===== src/design/assert_macros.svh =====
// ----------------------------------------------------------------------------
// Assertion macros
// Shared concurrent assertion forms, clocked on clk and disabled in reset.
// ----------------------------------------------------------------------------
`ifndef ASSERT_MACROS_SVH
`define ASSERT_MACROS_SVH

// Consequent must hold in the same cycle as the antecedent.
`define ASSERT_SAME(label, ante, cons, msg) \
    label: assert property (@(posedge clk) disable iff (!rst_n) (ante) |-> (cons)) \
        else $error(msg);

// Consequent must hold in the cycle after the antecedent.
`define ASSERT_NEXT(label, ante, cons, msg) \
    label: assert property (@(posedge clk) disable iff (!rst_n) (ante) |=> (cons)) \
        else $error(msg);

`endif


===== src/design/bmpu_pkg.sv =====
// ----------------------------------------------------------------------------
// BMP pixel unpacker package
// Shared widths, register indexes and the types passed between modules.
// ----------------------------------------------------------------------------
package bmpu_pkg;

    localparam int DIM_BITS       = 12;
    localparam int COLOR_BITS     = 24;
    localparam int OUT_BITS       = 13;
    localparam int CFG_INDEX_BITS = 3;
    localparam int CFG_DATA_BITS  = 24;

    localparam logic [CFG_INDEX_BITS-1:0] REG_IMAGE_WIDTH       = 3'd0;
    localparam logic [CFG_INDEX_BITS-1:0] REG_IMAGE_HEIGHT      = 3'd1;
    localparam logic [CFG_INDEX_BITS-1:0] REG_ORIGIN_X          = 3'd2;
    localparam logic [CFG_INDEX_BITS-1:0] REG_ORIGIN_Y          = 3'd3;
    localparam logic [CFG_INDEX_BITS-1:0] REG_TRANSPARENT_COLOR = 3'd4;

    localparam logic [COLOR_BITS-1:0] COLOR_KEY_RESET = 24'hFF00FF;

    typedef enum logic [1:0] {
        PHASE_BLUE,
        PHASE_GREEN,
        PHASE_RED
    } phase_t;

    typedef struct packed {
        logic [DIM_BITS-1:0]   image_width;
        logic [DIM_BITS-1:0]   image_height;
        logic [DIM_BITS-1:0]   origin_x;
        logic [DIM_BITS-1:0]   origin_y;
        logic [COLOR_BITS-1:0] transparent_color;
    } cfg_t;

    typedef struct packed {
        logic [OUT_BITS-1:0]   x;
        logic [OUT_BITS-1:0]   y;
        logic [COLOR_BITS-1:0] color;
    } pixel_t;

    typedef struct packed {
        phase_t     phase;
        logic [1:0] pad;
    } status_t;

endpackage


===== src/design/bmpu_core.sv =====
// ----------------------------------------------------------------------------
// BMP pixel unpacker core
// Byte assembly, row padding and the column and row counters for one word.
// ----------------------------------------------------------------------------
module bmpu_core #(
    parameter int COORD_BITS = 12
) (
    input  logic             clk,
    input  logic             rst_n,
    input  logic             advance,
    input  logic [7:0]       data_byte,
    input  bmpu_pkg::cfg_t   cfg,
    output logic             emit,
    output bmpu_pkg::pixel_t pixel,
    output bmpu_pkg::status_t status
);
    import bmpu_pkg::*;

    localparam int SUM_BITS = ((COORD_BITS > DIM_BITS) ? COORD_BITS : DIM_BITS) + 1;

    phase_t                phase_reg, phase_next;
    logic [15:0]           partial_reg, partial_next;
    logic [COORD_BITS-1:0] column_reg, column_next;
    logic [COORD_BITS-1:0] row_reg, row_next;
    logic [1:0]            pad_reg, pad_next;

    logic [DIM_BITS-1:0]   width_eff;
    logic [DIM_BITS-1:0]   height_eff;
    logic [SUM_BITS-1:0]   column_inc;
    logic [SUM_BITS-1:0]   row_inc;
    logic [SUM_BITS-1:0]   x_sum;
    logic [OUT_BITS-1:0]   row_out;
    logic [COLOR_BITS-1:0] color;

    always_comb
    begin
        width_eff  = (cfg.image_width == '0) ? DIM_BITS'(1) : cfg.image_width;
        height_eff = (cfg.image_height == '0) ? DIM_BITS'(1) : cfg.image_height;
        column_inc = SUM_BITS'(column_reg) + SUM_BITS'(1);
        row_inc    = SUM_BITS'(row_reg) + SUM_BITS'(1);
        x_sum      = SUM_BITS'(cfg.origin_x) + SUM_BITS'(column_reg);
        row_out    = OUT_BITS'(SUM_BITS'(row_reg));
        color      = {data_byte, partial_reg};
    end

    always_comb
    begin
        pixel.x     = x_sum[OUT_BITS-1:0];
        pixel.y     = OUT_BITS'(cfg.origin_y) + OUT_BITS'(height_eff) - OUT_BITS'(1) - row_out;
        pixel.color = color;
        emit        = advance && (pad_reg == 2'd0) && (phase_reg == PHASE_RED)
                      && (color != cfg.transparent_color);
        status.phase = phase_reg;
        status.pad   = pad_reg;
    end

    always_comb
    begin
        phase_next   = phase_reg;
        partial_next = partial_reg;
        column_next  = column_reg;
        row_next     = row_reg;
        pad_next     = pad_reg;
        if (advance)
        begin
            if (pad_reg != 2'd0)
            begin
                pad_next = pad_reg - 2'd1;
            end
            else
            begin
                case (phase_reg)
                    PHASE_BLUE:
                    begin
                        partial_next = {8'd0, data_byte};
                        phase_next   = PHASE_GREEN;
                    end
                    PHASE_GREEN:
                    begin
                        partial_next = {data_byte, partial_reg[7:0]};
                        phase_next   = PHASE_RED;
                    end
                    PHASE_RED:
                    begin
                        partial_next = '0;
                        phase_next   = PHASE_BLUE;
                        if (column_inc >= SUM_BITS'(width_eff))
                        begin
                            column_next = '0;
                            pad_next    = width_eff[1:0];
                            if (row_inc >= SUM_BITS'(height_eff))
                            begin
                                row_next = '0;
                            end
                            else
                            begin
                                row_next = row_inc[COORD_BITS-1:0];
                            end
                        end
                        else
                        begin
                            column_next = column_inc[COORD_BITS-1:0];
                        end
                    end
                    default:
                    begin
                        phase_next = PHASE_BLUE;
                    end
                endcase
            end
        end
    end

    always_ff @(posedge clk or negedge rst_n)
    begin
        if (!rst_n)
        begin
            phase_reg   <= PHASE_BLUE;
            partial_reg <= '0;
            column_reg  <= '0;
            row_reg     <= '0;
            pad_reg     <= '0;
        end
        else
        begin
            phase_reg   <= phase_next;
            partial_reg <= partial_next;
            column_reg  <= column_next;
            row_reg     <= row_next;
            pad_reg     <= pad_next;
        end
    end

endmodule


===== src/design/bmp24_pixel_unpacker.sv =====
// ----------------------------------------------------------------------------
// BMP 24-bit pixel unpacker
// Turns the bottom-up pixel area of a 24-bit BMP into screen-space pixels.
// ----------------------------------------------------------------------------
// One byte word is taken per cycle at a sustained rate of one per clock while
// the result register is not held; a byte goes from the input register through
// the assembly and counter logic into the result register, and a held result
// stalls the input register. The register update for all counters and the
// color-key compare happen in the single step between those two registers.
// Register writes take effect at once and are meant to be made while no words
// are in flight.
`include "assert_macros.svh"

module bmp24_pixel_unpacker #(
    parameter int COORD_BITS = 12
) (
    input  logic                                   clk,
    input  logic                                   rst_n,
    input  logic                                   in_valid,
    output logic                                   in_stall,
    input  logic [7:0]                             data_byte,
    output logic                                   out_valid,
    input  logic                                   out_stall,
    output logic [bmpu_pkg::OUT_BITS-1:0]          pixel_x,
    output logic [bmpu_pkg::OUT_BITS-1:0]          pixel_y,
    output logic [bmpu_pkg::COLOR_BITS-1:0]        pixel_color,
    input  logic                                   cfg_en,
    input  logic [bmpu_pkg::CFG_INDEX_BITS-1:0]    cfg_index,
    input  logic [bmpu_pkg::CFG_DATA_BITS-1:0]     cfg_data
);
    import bmpu_pkg::*;

    localparam int MASK_BITS = (COORD_BITS < DIM_BITS) ? COORD_BITS : DIM_BITS;
    localparam logic [DIM_BITS-1:0] DimMask = DIM_BITS'((32'd1 << MASK_BITS) - 32'd1);

    cfg_t             cfg_reg, cfg_next;
    logic             in_valid_reg, in_valid_next;
    logic [7:0]       byte_reg;
    logic             out_valid_reg, out_valid_next;
    pixel_t           pixel_reg;
    logic             out_free;
    logic             advance;
    logic             emit;
    pixel_t           pixel;
    status_t          status;
    logic [DIM_BITS-1:0] dim_data;

    bmpu_core #(
        .COORD_BITS(COORD_BITS)
    ) u_core (
        .clk       (clk),
        .rst_n     (rst_n),
        .advance   (advance),
        .data_byte (byte_reg),
        .cfg       (cfg_reg),
        .emit      (emit),
        .pixel     (pixel),
        .status    (status)
    );

    always_comb
    begin
        dim_data = cfg_data[DIM_BITS-1:0] & DimMask;
        cfg_next = cfg_reg;
        if (cfg_en)
        begin
            case (cfg_index)
                REG_IMAGE_WIDTH:       cfg_next.image_width       = dim_data;
                REG_IMAGE_HEIGHT:      cfg_next.image_height      = dim_data;
                REG_ORIGIN_X:          cfg_next.origin_x          = dim_data;
                REG_ORIGIN_Y:          cfg_next.origin_y          = dim_data;
                REG_TRANSPARENT_COLOR: cfg_next.transparent_color = cfg_data[COLOR_BITS-1:0];
                default:               cfg_next = cfg_reg;
            endcase
        end
    end

    always_comb
    begin
        out_free = !out_valid_reg || !out_stall;
        advance  = in_valid_reg && out_free;
        in_stall = in_valid_reg && !out_free;

        if (in_valid && !in_stall)
        begin
            in_valid_next = 1'b1;
        end
        else if (advance)
        begin
            in_valid_next = 1'b0;
        end
        else
        begin
            in_valid_next = in_valid_reg;
        end

        if (out_free)
        begin
            out_valid_next = emit;
        end
        else
        begin
            out_valid_next = out_valid_reg;
        end

        out_valid   = out_valid_reg;
        pixel_x     = pixel_reg.x;
        pixel_y     = pixel_reg.y;
        pixel_color = pixel_reg.color;
    end

    always_ff @(posedge clk or negedge rst_n)
    begin
        if (!rst_n)
        begin
            cfg_reg.image_width       <= DIM_BITS'(1);
            cfg_reg.image_height      <= DIM_BITS'(1);
            cfg_reg.origin_x          <= '0;
            cfg_reg.origin_y          <= '0;
            cfg_reg.transparent_color <= COLOR_KEY_RESET;
            in_valid_reg              <= 1'b0;
            out_valid_reg             <= 1'b0;
        end
        else
        begin
            cfg_reg       <= cfg_next;
            in_valid_reg  <= in_valid_next;
            out_valid_reg <= out_valid_next;
        end
    end

    always_ff @(posedge clk)
    begin
        if (in_valid && !in_stall)
        begin
            byte_reg <= data_byte;
        end
        if (emit)
        begin
            pixel_reg <= pixel;
        end
    end

    `ASSERT_SAME(a_pad_only_between_pixels, status.pad != 2'd0, status.phase == PHASE_BLUE,
        "pad bytes pending in the middle of a pixel")
    `ASSERT_NEXT(a_held_word_kept, in_valid_reg && !out_free, in_valid_reg,
        "buffered input word dropped while the result register was full")
    `ASSERT_SAME(a_result_from_advance, $rose(out_valid_reg), $past(advance),
        "result appeared without a word being processed")
    `ASSERT_NEXT(a_emit_loads_result, emit, out_valid_reg,
        "drawn pixel not presented on the result register")

endmodule


===== config.mk =====
export PLATFORM = sky130hd
export DESIGN_NAME = bmp24_pixel_unpacker
export DESIGN_NICKNAME = d
export VERILOG_FILES = /design/src/design/bmpu_pkg.sv /design/src/design/bmpu_core.sv /design/src/design/bmp24_pixel_unpacker.sv
export VERILOG_INCLUDE_DIRS = /design/src /design/src/design
export SDC_FILE = /design/constraint.sdc
export NUM_CORES = 1
export LEC_CHECK = 0
export ABC_AREA = 1
export ABC_CLOCK_PERIOD_IN_PS = 2450
export BUFFER_PORTS_ARGS = -buffer_cell sky130_fd_sc_hd__buf_2
export CAP_MARGIN = 20
export CORE_AREA = 2 2 135 137
export DETAILED_ROUTE_END_ITERATION = 7
export DIE_AREA = 0 0 137 139
export PLACE_DENSITY = 0.88
export SKIP_CTS_REPAIR_TIMING = 1
export SYNTH_ARGS = -nofsm -noshare
export SYNTH_HDL_FRONTEND = slang
export SYNTH_SLANG_ARGS = --single-unit

===== constraint.sdc =====
create_clock -name clk -period 2.45 [get_ports clk]
set_input_delay 0.49 -clock clk [delete_from_list [all_inputs] [get_ports clk]]
set_output_delay 0.49 -clock clk [all_outputs]
set_load 0.01 [all_outputs]

Yosys cells after proc, flatten, opt, wreduce, memory -nomap -nowiden
Index checks and enable logic that the tools add are counted.
Widths: inputs -> output; s select.
{"block": "classes", "addsub": 7, "mul": 0, "div_mod_pow": 0, "magnitude_cmp": 2, "eq_ne": 7, "n_shift": 0, "n_mux": 11, "bitwise_logic": 2, "n_reduce_logical": 33}
{"op": "$mux 12", "n": 4}
{"op": "$pmux 16 s3", "n": 1}
{"op": "$add 12x1->13 const B", "n": 2}
{"op": "$add 12x12->13", "n": 2}
{"op": "$ge 13x12->1", "n": 2}
{"op": "$logic_not 12->1", "n": 2}
{"op": "$ne 24x24->1", "n": 1}
{"op": "$sub 13x1->13 const B", "n": 1}
{"op": "$sub 13x12->13", "n": 1}
{"op": "$reduce_and 2->1", "n": 6}
{"op": "$reduce_bool 2->1", "n": 5}
{"op": "$reduce_and 3->1", "n": 3}
{"op": "$reduce_and 4->1", "n": 2}
{"op": "$eq 3x2->1 const B", "n": 2}
{"op": "$logic_and 1x1->1", "n": 6}
{"op": "$mux 2", "n": 3}
{"op": "$logic_not 1->1", "n": 4}
{"op": "$logic_not 2->1", "n": 2}
{"op": "$pmux 2 s2", "n": 1}
{"op": "$eq 3x1->1 const B", "n": 1}
{"op": "$eq 3x3->1 const B", "n": 1}
{"op": "$logic_not 3->1", "n": 1}
{"op": "$reduce_bool 3->1", "n": 1}
{"op": "$eq 2x1->1 const B", "n": 1}
{"op": "5 further kinds", "n": 7}
{"block": "totals", "reg_bits": 176, "latchBits": 0, "ram_bits": 0, "rom_bits": 0, "in_bits": 40, "out_inout_bits": 52, "wordCells": 79, "memories": 0}

Depth between registers and ports, before layout
{"block": "depth", "depth_word": 7, "ltp_mapped": 17, "ltp_nobuf": 16}

Hierarchy
Synthesis repeated with hierarchy kept, for this count alone.
{"block": "unflattened", "hier_cells": 1061, "area_unflattened_um2": 9636.7}
{"module": "bmpu_core", "instances": 1, "cells_each": 665, "area_per_inst_um2": 4883.4, "seq_area_each_um2": 1101.1}
{"module": "bmp24_pixel_unpacker", "instances": 1, "cells_each": 396, "area_per_inst_um2": 4753.3, "seq_area_each_um2": 3616.0}

Worst setup path after synthesis
No wires, ideal clock.
{"block": "synth_path", "kind": "register to register", "from": "reg u_core.phase_reg[0]", "to": "reg pixel_reg (netlist bit pixel_color[0]) (enable)", "setup_time_ns": 0.404, "t_arrival_ns": 2.088, "t_required_ns": 2.046, "setup_slack_ns": -0.043, "stages_incl_launch_ff": 7, "path_buffers": 0, "synth_period_minus_slack_ns": 2.493, "path_cell_list": "dfrtp_1 -> inv_1 -> ha_1 -> inv_1 -> nor2_4 -> nand2_1 -> inv_1"}
{"block": "synth_via", "elab_chain_cells": 3}
{"item": "from (decl)", "line_no": "bmpu_core.sv:21", "rtl": "phase_t phase_reg, phase_next;"}
{"item": "from (signal assigned)", "line_no": "bmpu_core.sv:126", "rtl": "phase_reg <= phase_next;"}
{"item": "$eq 2x2->1", "line_no": "bmpu_core.sv:51", "rtl": "emit = advance && (pad_reg == 2'd0) && (phase_reg == PHASE_RED)"}
{"item": "$logic_and 1x1->1", "line_no": "bmpu_core.sv:51"}
{"item": "$logic_and 1x1->1", "line_no": "bmpu_core.sv:52", "rtl": "&& (color != cfg.transparent_color);"}
{"item": "net emit", "line_no": "bmp24_pixel_unpacker.sv:43", "rtl": "logic emit;"}
{"item": "to (signal assigned)", "line_no": "bmp24_pixel_unpacker.sv:140", "rtl": "pixel_reg <= pixel;"}
{"item": "to (decl)", "line_no": "bmp24_pixel_unpacker.sv:40", "rtl": "pixel_t pixel_reg;"}
The timed path passes the listed nets, and every way through them passes these cells.
A chain may end at the register's enable or synchronous reset.

Worst setup path after layout
{"block": "layout_path", "from": "reg u_core.row_reg[0]", "to": "reg u_core.row_reg[7]"}
{"block": "layout_via", "elab_chain_cells": 3}
{"item": "from (decl)", "line_no": "bmpu_core.sv:24", "rtl": "logic [COORD_BITS-1:0] row_reg, row_next;"}
{"item": "from (signal assigned)", "line_no": "bmpu_core.sv:129", "rtl": "row_reg <= row_next;"}
{"item": "$add 12x1->13 *", "line_no": "bmpu_core.sv:40", "rtl": "row_inc = SUM_BITS'(row_reg) + SUM_BITS'(1);"}
{"item": "$ge 13x12->1", "line_no": "bmpu_core.sv:91", "rtl": "if (row_inc >= SUM_BITS'(height_eff))"}
{"item": "$mux 12 *", "line_no": "bmpu_core.sv:91"}
Every way passes the cells marked *; elsewhere a longest branch is shown, timed or not.

==> flow_summary.toml <==
[run_status]
status = "finished, violations left"
violations = "DRC, setup timing"

[global_route]
grt_antenna_before_repair = 0
grt_pass1_vias = 7020
grt_pass1_wl_mm = 34.6
grt_max_degree = 41
gr-total-overflow = 0
track_usage = 0.235

[timing]
timing.fmax_mhz = 365
rsz0062_at_grt = "yes"
hold_viol = 0
worst_pin_slew_ns = 0.715
hold_slack_ns = 0.0295
skew_ns = 0.0126
drv_slew = 0
post-route-min-period_ns = 2.74
fin_ws_ns = -0.287
slew-limit-headroom = 0.522
finalCritPeriodShare = 1.12
setup_viol = 28

[drt]
drt_pass1_iterations = 8
vias = 7605
dr_wl_met2_mm = 11.7
wl_mm = 24.5
wl_met1_mm = 9.42
top_layer = "met4"
drtIter0Drc = 749
postRouteAntennaNets = 0
drc = 1
wl_per_cell_um = 18.0
route.met3.wl_mm = 2.45
viasPerCell = 5.59

[layout]
drive_gt1_frac = 0.258
n_antenna_cell = 0
syn_to_final_growth_pct = 21.6
fillers = 1302
largest_register_ff_count = 72
regArea_mm2 = 0.00473
multi_input_area_mm2 = 0.00431
finish.net_count = 1226

[clocking]
cts_num_sinks = 176
cts_tree = "built"
clkTransAtPathRegs_ns = 0.07
htreeDepth = 4
cts_root_buffer = "clkbuf_16"
numCtsBuffers = 17
clk_latency_ns = 0.44
clockBufferDepth = 2

[power_and_ir_drop]
p_sw_w = 0.00432
p_int_w = 0.00714
sw_frac_of_total = 0.377
vdd_drop_max_uv = 671
power_w = 0.0115
p_leak_nw = 5.37
powerDensity_mw_per_mm2 = 1010
clockPowerShare = 0.226
comb_power_share = 0.394
power_frac_seq = 0.379

[setup_path]
cpMostUsedCell = "nand2_1"
required_ns = 2.77
cpMaxStageDelayCell = "dfrtp_1"
cp_cell_sequence = "ha_1 > nand2_1 > nor2_4 > buf_4 > nand3_1 > xor2_1 > inv_1 > ha_1 > nand2_1 > nor2_2 > nand2_1 > nor2_1 > nor2_1 > nand2_2 > nand2_4 > nand3_1 > o21ai_1"
slowest_delay_ns = 0.42
crit_path_start_kind = "register"
critPathCaptureType = "register"
critPathKind = "register to register"
crit_fanout = 6
worstPathArrival_ns = 3.06

[die]
coreArea_mm2 = 0.0177
placementRows = 49
ios = 92
fp.dieArea_mm2 = 0.0190
die-height_um = 139
die_w_um = 137
initial_core_util = 0.527

[placement]
routabilityCongestion = 0.866
port_buffers = 91
dpl.hpwl_mm = 15.3

[synthesis]
synth-main-ff-cell = "dfrtp_1"
syn_area_mm2 = 0.00930
yosysUniqueCellTypes = 43
synth-async-reset-ratio = 0.670
synth_edf_count = 58
synth_fp_nets = 1079
synth-seq-area-share = 0.507
syn_avg_cell_area_um2 = 9.58
ys_ff_latch = 176
synthCells = 971
ys.warnings.count = 0

[min_path]
holdCritPathClass = "input port to async pin"

[flow_run]
cap_violations = 0
[power groups by stage]
stage               Clock [W]  Combinational (W)  Sequential (W)
global route          0.00270            0.00497         0.00441
CTS                   0.00259            0.00373         0.00432
finish                0.00259            0.00452         0.00435
detailed placement          0            0.00365         0.00436
global placement            0            0.00348         0.00433
floorplan                   0            0.00262         0.00433
[logic make-up after synthesis]
family | synth area share
adder cells (fa/ha/maj) | 0.103
buffers and inverters | 0.0717
flip-flops | 0.507
AND/OR/NAND/NOR | 0.167
XOR/XNOR | 0.0553
multiplexers | 0.0145
AO/OA/AOI/OAI | 0.0822
[final cells by class]
class | count | area share
Clock buffer | 21 | 0.0408
Clock inverter | 11 | 0.00774
Timing Repair Buffer | 143 | 0.0779
Multi-Input combinational cell | 633 | 0.381
Sequential cell | 176 | 0.418
Tap cell | 229 | 0.0253
Inverter | 147 | 0.0491
[placed cells by master, fill, tap and decap left out, drive strengths merged]
| cell | count |
|---|---|
| nand2 | 215 |
| inv | 147 |
| buf | 143 |
| o21ai | 112 |
| dfrtp | 100 |
| edfxtp | 58 |
| nand3 | 55 |
| ha | 54 |
| nor2 | 48 |
| xnor2 | 32 |
| xor2 | 25 |
| a21oi | 24 |
| clkbuf | 21 |
| dfstp | 18 |
| nand4 | 16 |
| fa | 14 |
| mux2 | 12 |
| nor3 | 12 |
| clkinv | 7 |
| clkinvlp | 3 |
| nor4 | 2 |
| a21o | 2 |
| o2111ai | 2 |
| a211oi | 2 |
| a31o | 1 |
| a21boi | 1 |
| o311ai | 1 |
| o31ai | 1 |
| nand3b | 1 |
| or2 | 1 |
| bufinv | 1 |
[Yosys cell counts, types with 2 or more instances]
library cell | instances | area share
dfrtp_1 | 100 | 0.27
nor3_2 | 4 | 0.0043
dfstp_2 | 18 | 0.051
o2111ai_1 | 2 | 0.0019
buf_2 | 2 | 0.0011
clkbuf_1 | 12 | 0.0048
a211oi_1 | 2 | 0.0016
fa_1 | 14 | 0.030
mux2_2 | 12 | 0.015
xor2_1 | 24 | 0.023
nor2_1 | 39 | 0.016
nand2_4 | 3 | 0.0036
a21oi_1 | 23 | 0.012
nor4_1 | 2 | 0.0013
inv_2 | 3 | 0.0012
a21o_1 | 2 | 0.0016
ha_1 | 54 | 0.073
o21ai_1 | 26 | 0.014
xnor2_1 | 31 | 0.029
nand3_1 | 48 | 0.026
o21ai_0 | 86 | 0.046
edfxtp_1 | 58 | 0.19
inv_1 | 144 | 0.058
nor3_1 | 7 | 0.0038
buf_6 | 4 | 0.0048
nand4_1 | 16 | 0.011
nand3_2 | 3 | 0.0032
nor2_4 | 4 | 0.0048
nand2_1 | 210 | 0.085
nor2_2 | 4 | 0.0027
buf_4 | 2 | 0.0016
[per-stage QoR]
stage / worst slack [ns] / setup TNS [ns] / instance area [um^2] / util / cells
6_report: -0.287 / -5.02 / 11300 / 0.641 / 1360
4_1_cts: -0.145 / -2.87 / 10700 / 0.608 / 1334
3_3_place_gp: 0.0170 / 0 / 10200 / 0.577 / 1302
2_1_floorplan: 0.138 / 0 / 9310 / - / 971
3_5_place_dp: -0.115 / -2.11 / 10200 / 0.577 / 1302
5_1_grt: -0.357 / -7.74 / 11300 / 0.641 / 1360
[routing by layer]
layer / vias up / track usage
met5: - / 0
met4: 0 / 0.0760
met3: 92 / 0.0581
met2: 414 / 0.379
met1: 3632 / 0.312
li1: 3467 / -
[final timing paths]
kind | startpoint | end | slack (ns) | cells after the start
max in group asynchronous | rst_n | u_core.column_reg[6] | 1.61 | 2
min | rst_n | cfg_reg[12] | 0.03 | 1
min reg2reg | cfg_reg[64] | cfg_reg[64] | 0.49 | 2
max reg2reg | u_core.row_reg[0] | u_core.row_reg[7] | -0.29 | 17
max | u_core.row_reg[0] | u_core.row_reg[7] | -0.29 | 17
min in group clk | data_byte[6] | byte_reg[6] | 0.23 | 1
[worst max-delay path: cells and delay by family, from the launching register on]
family / cells / cell delay (ns)
XOR/XNOR: 1 / 0.15
flip-flops: 1 / 0.42
AO/OA/AOI/OAI: 1 / 0.07
adder cells (fa/ha/maj): 2 / 0.53
AND/OR/NAND/NOR: 11 / 1.20
buffers and inverters: 2 / 0.23
Power figures use the tool's default switching activity.
